==> src/dwdm_pkg.sv <==
// Package with the widths, reset values and codes of the DRAM write drain mode controller.
package dwdm_pkg;

    localparam int CHANNELS    = 4;
    localparam int CHAN_W      = 2;
    localparam int QLEN_W      = 7;
    localparam int DELAY_W     = 8;
    localparam int DENSITY_W   = 16;
    localparam int IN_DATA_W   = 24;
    localparam int OUT_DATA_W  = 8;
    localparam int CFG_INDEX_W = 2;
    localparam int CFG_DATA_W  = 16;

    localparam logic [QLEN_W-1:0]    HIGH_WM_RESET   = 7'd62;
    localparam logic [QLEN_W-1:0]    LOW_WM_RESET    = 7'd36;
    localparam logic [DELAY_W-1:0]   DELAY_MAX_RESET = 8'd2;
    localparam logic [DENSITY_W-1:0] DENSITY_RESET   = 16'd20;
    localparam logic [DENSITY_W-1:0] DENSITY_FULL    = 16'hFFFF;

    typedef enum logic [CFG_INDEX_W-1:0] {
        REG_HIGH_WATERMARK    = 2'd0,
        REG_LOW_WATERMARK     = 2'd1,
        REG_DRAIN_DELAY_MAX   = 2'd2,
        REG_DENSITY_THRESHOLD = 2'd3
    } cfg_reg_t;

    typedef enum logic [1:0] {
        ISSUE_NONE  = 2'd0,
        ISSUE_READ  = 2'd1,
        ISSUE_WRITE = 2'd2,
        ISSUE_BAD   = 2'd3
    } issue_t;

    typedef struct packed {
        logic [CHAN_W-1:0] chan;
        logic [QLEN_W-1:0] write_queue_len;
        logic [QLEN_W-1:0] read_queue_len;
        logic              write_hit_ready;
        logic              read_hit_ready;
        logic              period_boundary;
    } item_t;

endpackage

==> src/dram_write_drain_mode_controller.sv <==
// Top level of the DRAM write drain mode controller with its per-channel state.
// One transaction per clock: an item is captured in an input register, and then a
// single pass of compare and select logic reads the state of its channel, updates it
// and loads the result register, which drives the item's result onto the output. A
// new item may follow in every cycle, also for the same channel, since the state is
// written at the same edge that loads the result. Flow stops only while the result
// register holds an untaken result.
// The configuration channel is always ready; write it only while the block is idle.
module dram_write_drain_mode_controller (
    input  logic                                 aclk,
    input  logic                                 aresetn,
    input  logic                                 s_tvalid,
    output logic                                 s_tready,
    // Fields from bit 0: chan[1:0], write_queue_len[8:2], read_queue_len[15:9],
    // write_hit_ready[16], read_hit_ready[17], period_boundary[18], zeros above.
    input  logic [dwdm_pkg::IN_DATA_W-1:0]       s_tdata,
    output logic                                 m_tvalid,
    input  logic                                 m_tready,
    // Fields from bit 0: write_mode[0], column_issue[2:1], zeros above.
    output logic [dwdm_pkg::OUT_DATA_W-1:0]      m_tdata,
    input  logic                                 cfg_valid,
    output logic                                 cfg_ready,
    input  logic [dwdm_pkg::CFG_INDEX_W-1:0]     cfg_index,
    input  logic [dwdm_pkg::CFG_DATA_W-1:0]      cfg_data
);

    logic [dwdm_pkg::QLEN_W-1:0]    high_wm_reg;
    logic [dwdm_pkg::QLEN_W-1:0]    low_wm_reg;
    logic [dwdm_pkg::DELAY_W-1:0]   delay_max_reg;
    logic [dwdm_pkg::DENSITY_W-1:0] threshold_reg;

    logic                           drain_mode_reg [dwdm_pkg::CHANNELS];
    logic [dwdm_pkg::DELAY_W-1:0]   delay_count_reg [dwdm_pkg::CHANNELS];
    logic [dwdm_pkg::DENSITY_W-1:0] density_count_reg [dwdm_pkg::CHANNELS];
    logic                           delayed_on_reg [dwdm_pkg::CHANNELS];

    logic                  in_valid_reg;
    dwdm_pkg::item_t       item_reg;
    logic                  out_valid_reg;
    logic                  write_mode_reg;
    dwdm_pkg::issue_t      issue_reg;

    logic                           advance;
    logic                           update;
    logic                           delayed_on;
    logic [dwdm_pkg::DENSITY_W-1:0] density_base;
    logic [dwdm_pkg::DELAY_W-1:0]   delay_next;
    logic [dwdm_pkg::DENSITY_W-1:0] density_next;
    logic                           mode_next;
    dwdm_pkg::issue_t               issue_next;

    assign advance   = !out_valid_reg || m_tready;
    assign update    = in_valid_reg && advance;
    assign s_tready  = !in_valid_reg || advance;
    assign cfg_ready = 1'b1;
    assign m_tvalid  = out_valid_reg;
    assign m_tdata   = {5'd0, issue_reg, write_mode_reg};

    always_comb begin
        delayed_on   = delayed_on_reg[item_reg.chan];
        density_base = density_count_reg[item_reg.chan];
        if (item_reg.period_boundary) begin
            delayed_on   = !(density_count_reg[item_reg.chan] > threshold_reg);
            density_base = '0;
        end

        delay_next = delay_count_reg[item_reg.chan];
        mode_next  = drain_mode_reg[item_reg.chan];
        if (item_reg.write_queue_len < low_wm_reg) begin
            mode_next = 1'b0;
        end

        if (item_reg.write_queue_len > high_wm_reg) begin
            mode_next = 1'b1;
        end else if (item_reg.write_queue_len == '0) begin
            mode_next = 1'b0;
        end else if (item_reg.read_queue_len == '0) begin
            if (delayed_on) begin
                if (delay_count_reg[item_reg.chan] < delay_max_reg) begin
                    mode_next  = 1'b0;
                    delay_next = delay_count_reg[item_reg.chan] + 8'd1;
                end else begin
                    mode_next = 1'b1;
                    if (item_reg.write_queue_len < low_wm_reg) begin
                        delay_next = '0;
                    end
                end
            end else begin
                mode_next = 1'b1;
            end
        end else begin
            delay_next = '0;
            if (mode_next) begin
                mode_next = item_reg.write_hit_ready || !item_reg.read_hit_ready;
            end else begin
                mode_next = !item_reg.read_hit_ready && item_reg.write_hit_ready;
            end
        end

        issue_next = dwdm_pkg::ISSUE_NONE;
        if (mode_next && item_reg.write_hit_ready) begin
            issue_next = dwdm_pkg::ISSUE_WRITE;
        end else if (!mode_next && item_reg.read_hit_ready) begin
            issue_next = dwdm_pkg::ISSUE_READ;
        end

        density_next = density_base;
        if (issue_next != dwdm_pkg::ISSUE_NONE && density_base != dwdm_pkg::DENSITY_FULL) begin
            density_next = density_base + 16'd1;
        end
    end

    always_ff @(posedge aclk) begin
        if (!aresetn) begin
            high_wm_reg   <= dwdm_pkg::HIGH_WM_RESET;
            low_wm_reg    <= dwdm_pkg::LOW_WM_RESET;
            delay_max_reg <= dwdm_pkg::DELAY_MAX_RESET;
            threshold_reg <= dwdm_pkg::DENSITY_RESET;
        end else if (cfg_valid) begin
            case (dwdm_pkg::cfg_reg_t'(cfg_index))
                dwdm_pkg::REG_HIGH_WATERMARK:    high_wm_reg   <= cfg_data[dwdm_pkg::QLEN_W-1:0];
                dwdm_pkg::REG_LOW_WATERMARK:     low_wm_reg    <= cfg_data[dwdm_pkg::QLEN_W-1:0];
                dwdm_pkg::REG_DRAIN_DELAY_MAX:   delay_max_reg <= cfg_data[dwdm_pkg::DELAY_W-1:0];
                dwdm_pkg::REG_DENSITY_THRESHOLD: threshold_reg <= cfg_data;
                default: ;
            endcase
        end
    end

    always_ff @(posedge aclk) begin
        if (!aresetn) begin
            for (int i = 0; i < dwdm_pkg::CHANNELS; i++) begin
                drain_mode_reg[i]    <= 1'b0;
                delay_count_reg[i]   <= '0;
                density_count_reg[i] <= '0;
                delayed_on_reg[i]    <= 1'b0;
            end
        end else if (update) begin
            drain_mode_reg[item_reg.chan]    <= mode_next;
            delay_count_reg[item_reg.chan]   <= delay_next;
            density_count_reg[item_reg.chan] <= density_next;
            delayed_on_reg[item_reg.chan]    <= delayed_on;
        end
    end

    always_ff @(posedge aclk) begin
        if (!aresetn) begin
            in_valid_reg  <= 1'b0;
            out_valid_reg <= 1'b0;
        end else begin
            if (s_tready) begin
                in_valid_reg <= s_tvalid;
            end
            if (advance) begin
                out_valid_reg <= in_valid_reg;
            end
        end
    end

    always_ff @(posedge aclk) begin
        if (s_tvalid && s_tready) begin
            item_reg <= dwdm_pkg::item_t'({s_tdata[1:0], s_tdata[8:2], s_tdata[15:9],
                                           s_tdata[16], s_tdata[17], s_tdata[18]});
        end
        if (update) begin
            write_mode_reg <= mode_next;
            issue_reg      <= issue_next;
        end
    end

    a_write_issue_mode: assert property (@(posedge aclk) disable iff (!aresetn)
        (m_tvalid && issue_reg == dwdm_pkg::ISSUE_WRITE) |-> write_mode_reg)
        else $error("Write column issue reported outside write drain mode.");

    a_read_issue_mode: assert property (@(posedge aclk) disable iff (!aresetn)
        (m_tvalid && issue_reg == dwdm_pkg::ISSUE_READ) |-> !write_mode_reg)
        else $error("Read column issue reported during write drain mode.");

    a_issue_code: assert property (@(posedge aclk) disable iff (!aresetn)
        m_tvalid |-> (issue_reg != dwdm_pkg::ISSUE_BAD))
        else $error("Undefined column issue code on the result channel.");

    a_result_follows: assert property (@(posedge aclk) disable iff (!aresetn)
        update |=> m_tvalid)
        else $error("A processed transaction left no result.");

endmodule
==> config.mk <==
export PLATFORM = sky130hd
export DESIGN_NAME = dram_write_drain_mode_controller
export DESIGN_NICKNAME = d
export VERILOG_FILES = /design/src/dwdm_pkg.sv /design/src/dram_write_drain_mode_controller.sv
export SDC_FILE = /design/constraint.sdc
export NUM_CORES = 1
export LEC_CHECK = 0
export ABC_AREA = 1
export BUFFER_PORTS_ARGS = -buffer_cell sky130_fd_sc_hd__buf_4
export CAP_MARGIN = 20
export CORE_ASPECT_RATIO = 1.2
export CORE_MARGIN = 2
export CORE_UTILIZATION = 45
export DETAILED_ROUTE_END_ITERATION = 8
export PLACE_DENSITY_LB_ADDON = 0.05
export SETUP_SLACK_MARGIN = 0.05
export SYNTH_ARGS = -nofsm -noshare
export SYNTH_HDL_FRONTEND = slang
export SYNTH_SLANG_ARGS = --single-unit
==> constraint.sdc <==
create_clock -name aclk -period 5 [get_ports aclk]
set_input_delay 0.25 -clock aclk [delete_from_list [all_inputs] [get_ports aclk]]
set_output_delay 0.25 -clock aclk [all_outputs]
set_load 0.02 [all_outputs]
==> Implementation_results.wiki, run 1 <==
{| class="wikitable"
! Metric !! Value
|-
| Crit path kind || register to register
|-
| Number of clock sinks || 168
|-
| Most frequent standard cell in the layout excluding fill and tap cells || nand2_1
|-
| Residual antenna-violating net count after detailed routing || 0
|-
| Wire length of the first global-routing pass || 33600 µm
|-
| Remaining global-route overflow || 0
|-
| Worst hold path startpoint || cfg_data[1]
|-
| Unique masters post-synth || 47
|-
| Number of antenna violations at the first check in global routing || 0
|-
| Critical register-to-register path endpoint || density_count_reg[2][15]$_SDFFCE_PN0P_
|-
| Peak fanout along the critical path || 33
|-
| EDFF count, synth || 120
|-
| Switching share of total power || 0.2822
|-
| Mean Syn Cell Area || 8.968 µm²
|-
| Synthesis-stage register bit count || 168
|-
| # fillers || 1805
|-
| Count of unresolved DRC violations after routing || 0
|-
| Number of warning messages in the yosys log || 0
|-
| Area Overhead vs Synth || 14.44%
|-
| Combinational share of power || 0.152
|-
| Top library cells by usage in the layout, fill and taps aside || nand2_1 (195), edfxtp_1 (120), nor2_1 (116)
|-
| FMAX || 247.9 MHz
|-
| Crit path capture type || register
|-
| Cell taking the most area after synthesis || edfxtp_1
|-
| Cell-internal power || 2.430 mW
|-
| Placed wire-length estimate || 13850 µm
|-
| Average via count per standard cell || 5.066
|-
| # rows || 55
|-
| Leading post-synthesis cells by cell area || edfxtp_1 (41%), dfxtp_1 (11%), nand2_1 (8.4%)
|-
| Pwr/cell area || 339.0 nW/µm²
|-
| Max-slew headroom at the worst pin || 0.4801
|-
| P_leak || 4.157 nW
|-
| Flip-flop cell with the highest count after synthesis || edfxtp_1
|-
| Final setup vio count || 0
|-
| Placed cell areas || 9228 µm²
|-
| Min Clock Period, post-route || 4.034 ns
|-
| Worst-Skew Late Latency || 0.43 ns
|-
| Largest clock skew in the final design || 0.009249 ns
|-
| Number of max-capacitance violations reported || 0
|-
| Post-DR wirelength/cell || 15.94 µm
|-
| Cell count after synthesis || 973
|-
| Share of final-layout standard cells stronger than drive strength 1 || 0.1396
|-
| Share of Yosys cell area claimed by the top area cell type || 0.4130
|-
| Starting utilization of the core area || 0.4611
|-
| Via total after detailed routing || 6596
|-
| Maximum number of pins on one net before global-route repair || 45
|-
| Gp weighted congestion || 0.8106
|-
| Unrepaired setup endpoints after global routing || false
|-
| Depth of the most critical reg-to-reg path || 17
|-
| CP Data Required Time || 5.17 ns
|-
| DRT Wirelength || 20760 µm
|-
| Final-stage net count || 1118
|-
| Buffers from clock root to sink, at most || 2
|-
| Post-route clock period utilization || 0.8068
|-
| Die width || 131.1 µm
|-
| Antenna cell count || 0
|-
| Type of origin of the critical path || register
|-
| Arrival time worst endpoint || 4.21 ns
|-
| Layout Cell Area excl Fill || 9986 µm²
|-
| Total net switching power || 0.9552 mW
|-
| Async S/R FF share, synth || 0
|-
| Slew of the pin with the lowest slew margin || 0.7790 ns
|-
| Level count of the clock H-tree || 4
|-
| Clock buffer count from CTS || 17
|-
| GRT Util Overall || 0.2132
|-
| Core Footprint || 18920 µm²
|-
| Cell Area, Synth || 8726 µm²
|-
| Path class of the lowest-slack min-delay path || input port to register
|-
| Total power draw || 3.385 mW
|-
| Peak supply drop || 231.9 µV
|-
| Worst hold path depth || 3
|-
| Count of final max-slew check failures || 0
|-
| TNS Setup || 0 ns
|-
| Final hold viol count || 0
|-
| Clock transition at the register clock pins on the worst setup and hold paths after CTS || 0.07 ns
|-
| Worst hold slack across all endpoints || 0.07508 ns
|-
| Utilization of the core after routing || 0.5277
|-
| Boundary Pins || 58
|-
| Clk pwr share || 0.381
|-
| Setup slack of the worst register-to-register path || 0.97 ns
|-
| DIE AREA || 20530 µm²
|-
| Root Driver || clkbuf_16
|-
| TritonCTS clock tree || built
|-
| DR iter-0 viols || 310
|-
| Reg power frac || 0.468
|-
| Destination of the worst hold path || high_wm_reg[1]$_SDFFE_PN1P_
|-
| Vias in the first global route || 6517
|-
| Number of resized instances in the post-cts repair step || 0
|-
| Outcome || finished, final reports clean
|-
| Largest register FFs || 64
|-
| Die outline height || 156.5 µm
|-
| Count of TritonRoute iterations in the first routing pass || 4
|-
| Post-synthesis sequential area ratio || 0.5231
|-
| Number of input and output port buffers inserted || 46
|}
## power by group through the flow
stage | Sequential (mW) | Clock (mW) | Combinational [mW]
2_1_floorplan | 1.61 | 0 | 0.372
3_3_place_gp | 1.61 | 0 | 0.502
3_5_place_dp | 1.61 | 0 | 0.508
4_1_cts | 1.58 | 1.31 | 0.521
5_1_grt | 1.59 | 1.37 | 0.588
6_report | 1.58 | 1.29 | 0.513
## layer usage
layer	GRT usage	wire length, µm	vias to the layer above
met5	0	0	-
li1	-	-	3377
met1	0.2503	8807	3078
met3	0.04341	721	20
met4	0.06418	380	0
met2	0.3942	10850	121
## stage by stage
step	setup slack (ns)	cells
after floorplan	1.957	977
after global placement	0.9660	1251
after detailed placement	0.9835	1251
after CTS	0.9412	1302
after global routing	0.5580	1302
final	0.9660	1302
## cell families (layout without fill, tap and decap cells)
group                    after synthesis  after routing  synth area share
adder cells (fa/ha/maj)               38             38           0.05449
other                                  2              6         0.0008607
flip-flops                           168            168            0.5231
buffers and inverters                155            224           0.08403
AO/OA/AOI/OAI                        172            172            0.1127
XOR/XNOR                               9              9          0.009034
AND/OR/NAND/NOR                      429            429            0.2158
## cells in the mapped netlist (2+ instances only)
cell,number
o21ai_0,57
inv_2,4
nor3_2,2
a32oi_2,2
nand4_1,7
nor3_1,10
o22a_1,2
nor2_1,116
o211ai_1,8
buf_4,13
clkbuf_1,16
o22ai_1,4
dfxtp_1,48
edfxtp_1,120
o21a_1,2
xnor2_1,2
a21oi_1,76
o21ai_1,8
nor2_4,3
buf_6,9
conb_1,2
o21ai_2,3
o22ai_2,4
nand2_1,195
nand2_4,2
nor2_2,9
nand3_2,6
buf_2,4
inv_1,105
xor2_1,7
nand2_2,12
ha_1,38
nand3_1,63
## repair_timing
action | CTS | global route
endpoints found under the hold margin | 19 | 0
hold buffers | 19 | 0
setup buffers | 0 | 0
## worst max-delay path by stage
stage	slack (ns)	endpoint	depth (start not counted)
2_1_floorplan	1.96	density_count_reg[3][12]$_DFFE_PP_	20
3_3_place_gp	0.97	density_count_reg[1][15]$_SDFFCE_PN0P_	17
3_5_place_dp	0.98	density_count_reg[0][15]$_SDFFCE_PN0P_	17
4_1_cts	0.94	density_count_reg[0][15]$_SDFFCE_PN0P_	17
5_1_grt	0.56	density_count_reg[2][15]$_SDFFCE_PN0P_	17
6_report	0.97	density_count_reg[2][15]$_SDFFCE_PN0P_	17
## critical path: stages (launching register included)
cell and delay (ns):
dfxtp_2 0.33, inv_2 0.48, buf_4 0.34, nand2_1 0.09, a32oi_2 0.31, ha_1 0.31
a21oi_1 0.16, nor2_1 0.05, a211oi_1 0.29, nand3_2 0.15, o21bai_2 0.22, nand2_2 0.10
nand2_2 0.12, nand2_4 0.17, nand2_2 0.28, o21ai_0 0.14, nand2_1 0.17, nor2_1 0.05
## layout make-up
type / count / area (µm²) / area share
well taps: 256 / 320.3 / 0.03208
inverters: 111 / 419.2 / 0.04197
repair buffers: 81 / 655.6 / 0.06566
clock buffers: 18 / 429.2 / 0.04298
clock inverters: 14 / 138.9 / 0.01391
multi-input cells: 654 / 3457 / 0.3462
flip-flops and latches: 168 / 4566 / 0.4572
Power figures use the tool's default switching activity.
==> run 2, diff against run 1 <==
==> constraint.sdc (replaced) <==
create_clock -name aclk -period 4 [get_ports aclk]
set_input_delay 0.2 -clock aclk [delete_from_list [all_inputs] [get_ports aclk]]
set_output_delay 0.2 -clock aclk [all_outputs]
set_load 0.02 [all_outputs]
==> Implementation_results.wiki, run 2 (synthesized netlist as in run 1, its figures left out) <==
{| class="wikitable"
! Metric !! Value
|-
| Outcome || finished, final reports clean
|-
| Unrepaired setup endpoints after global routing || false
|-
| Count of unresolved DRC violations after routing || 0 (unchanged)
|-
| Starting utilization of the core area || 0.4611 (unchanged)
|-
| Maximum single-stage delay on the critical path || 0.38 ns (-0.10 ns)
|-
| Top library cells by usage in the layout, fill and taps aside || nand2_1 (195), edfxtp_1 (120), nor2_1 (116)
|-
| Boundary Pins || 58 (unchanged)
|-
| Core Footprint || 18920 µm² (unchanged)
|-
| P_leak || 4.248 nW (+2.2%)
|-
| TNS Setup || 0 ns (unchanged)
|-
| Number of max-capacitance violations reported || 0 (unchanged)
|-
| Antenna cell count || 0 (unchanged)
|-
| Most Used Layer, Global Route || met2
|-
| Most frequent standard cell in the layout excluding fill and tap cells || nand2_1
|-
| Buffers from clock root to sink, at most || 2 (unchanged)
|-
| DIE AREA || 20530 µm² (unchanged)
|-
| Number of input and output port buffers inserted || 46 (unchanged)
|-
| Vias in the first global route || 6372 (-2.2%)
|-
| Wire length of the first global-routing pass || 33240 µm (-1.1%)
|-
| Number of resized instances in the post-cts repair step || 0 (unchanged)
|-
| # rows || 55 (unchanged)
|-
| Crit path kind || register to register
|-
| Total power draw || 4.462 mW (+32%)
|-
| Path class of the lowest-slack min-delay path || input port to register
|-
| Max-slew headroom at the worst pin || 0.4863 (+0.006214)
|-
| Min Clock Period, post-route || 3.533 ns (-0.5013 ns)
|-
| Met3 track demand over resource in global routing || 0.03434 (-0.009070)
|-
| Placed cell areas || 9300 µm² (+0.79%)
|-
| Residual antenna-violating net count after detailed routing || 0 (unchanged)
|-
| Clock buffer count from CTS || 17 (unchanged)
|-
| Pwr/cell area || 439.7 nW/µm² (+30%)
|-
| Area Overhead vs Synth || 16.29%
|-
| CP Data Required Time || 4.17 ns (-1.00 ns)
|-
| Worst-Skew Late Latency || 0.43 ns (about the same)
|-
| Peak fanout along the critical path || 28 (-15%)
|-
| Level count of the clock H-tree || 4 (unchanged)
|-
| Crit path capture type || register
|-
| Root Driver || clkbuf_16
|-
| Count of TritonRoute iterations in the first routing pass || 4 (unchanged)
|-
| Highest-delay cell along the critical path || a32oi_2
|-
| Final hold viol count || 0 (unchanged)
|-
| Remaining global-route overflow || 0 (unchanged)
|-
| Worst hold path startpoint || cfg_data[1]
|-
| Number of clock sinks || 168 (unchanged)
|-
| GRT Util Overall || 0.2098 (-0.003378)
|-
| Placed wire-length estimate || 14010 µm (+1.2%)
|-
| Number of antenna violations at the first check in global routing || 0 (unchanged)
|-
| Type of origin of the critical path || register
|-
| Die outline height || 156.5 µm (unchanged)
|-
| Post-route clock period utilization || 0.8832 (+0.07639)
|-
| Slew of the pin with the lowest slew margin || 0.7697 ns (-0.009311 ns)
|-
| Largest clock skew in the final design || 0.01117 ns (+0.001923 ns)
|-
| DRT Wirelength || 20730 µm (-0.12%)
|-
| Via total after detailed routing || 6645 (+0.74%)
|-
| Average via count per standard cell || 5.073 (+0.13%)
|-
| Gp weighted congestion || 0.8441 (+4.1%)
|-
| Worst hold slack across all endpoints || 0.02836 ns (-0.04672 ns)
|-
| Die width || 131.1 µm (unchanged)
|-
| Post-DR wirelength/cell || 15.83 µm (-0.73%)
|-
| Share of final-layout standard cells stronger than drive strength 1 || 0.1442 (+0.004633)
|-
| Arrival time worst endpoint || 3.70 ns (-0.51 ns)
|-
| Final-stage net count || 1126 (+0.72%)
|-
| Hold bufs inserted after CTS || 19 (unchanged)
|-
| Maximum number of pins on one net before global-route repair || 45 (unchanged)
|-
| # Post-CTS Setup Buffers || 0 (unchanged)
|-
| Count of final max-slew check failures || 0 (unchanged)
|-
| FMAX || 283.1 MHz (+14%)
|-
| Met2 global-route usage || 0.3842 (-0.01003)
|-
| Most frequent CP cell || nand2_2
|-
| Layout Cell Area excl Fill || 10150 µm² (+1.6%)
|-
| TritonCTS clock tree || built
|-
| DR iter-0 viols || 364 (+17%)
|-
| Setup slack of the critical path after layout || 0.4672 ns (-0.4987 ns)
|-
| Largest register FFs || 64 (unchanged)
|-
| GR Layer Usage met1 || 0.2539 (+0.003652)
|-
| Final setup vio count || 0 (unchanged)
|-
| Post-Place Worst Slack || 0.4816 ns (-0.5020 ns)
|-
| Clock transition at the register clock pins on the worst setup and hold paths after CTS || 0.06 ns (about the same)
|-
| Cell-by-cell trace of the critical path || buf_4, nand2_1, a32oi_2, ha_1, a21oi_1, nor2_1, a211oi_1, nand3_2, o21bai_2, nand2_2, nand2_2, nand2_4, nand2_2, o21ai_0, nand2_1, nor2_1
|-
| Peak supply drop || 274.5 µV (+18%)
|}
-- run 2: where the power goes --
part / total, mW / switching, mW / internal [mW]
registers: 1.98 / 0.0294 / 1.95
logic: 0.656 / 0.432 / 0.224
clock network: 1.83 / 0.683 / 1.14
total: 4.46 / 1.14 / 3.32
-- run 2: metal layers --
layer	vias to the layer above	routed length (µm)	share of wire
li1	3387	-	-
met1	3129	9245	0.45
met2	105	10630	0.51
met3	24	552	0.027
met4	0	306	0.015
met5	-	0	0
-- run 2: worst paths after layout --
path | depth (start not counted) | slack, ns | to
worst max-delay path | 16 | 0.47 | density_count_reg[0][15]$_SDFFCE_PN0P_
worst min-delay path | 3 | 0.03 | delay_max_reg[1]$_SDFFE_PN1P_
worst max register to register | 16 | 0.47 | density_count_reg[0][15]$_SDFFCE_PN0P_
worst min register to register | 2 | 0.46 | low_wm_reg[3]$_SDFFE_PN0P_
-- run 2: area by class of cell --
type / count / area, µm²
multi-input cells: 654 / 3457
fillers: 1799 / 8777
clock inverters: 9 / 156.4
inverters: 111 / 419.2
flip-flops and latches: 168 / 4566
well taps: 256 / 320.3
clock buffers: 23 / 500.5
repair buffers: 89 / 728.2
-- run 2: critical path, delay by kind of cell, from the launching register on --
family	cells	cell delay [ns]
buf+inv	1	0.31
fa+ha+maj	1	0.32
simple gates	9	1.09
flops	1	0.35
compound gates	5	1.19
-- run 2: per-stage QoR --
step,utilization,cells
after floorplan,-,977
after global placement,0.4914,1259
after detailed placement,0.4914,1259
after CTS,0.5362,1310
after global routing,0.5362,1310
final,0.5362,1310
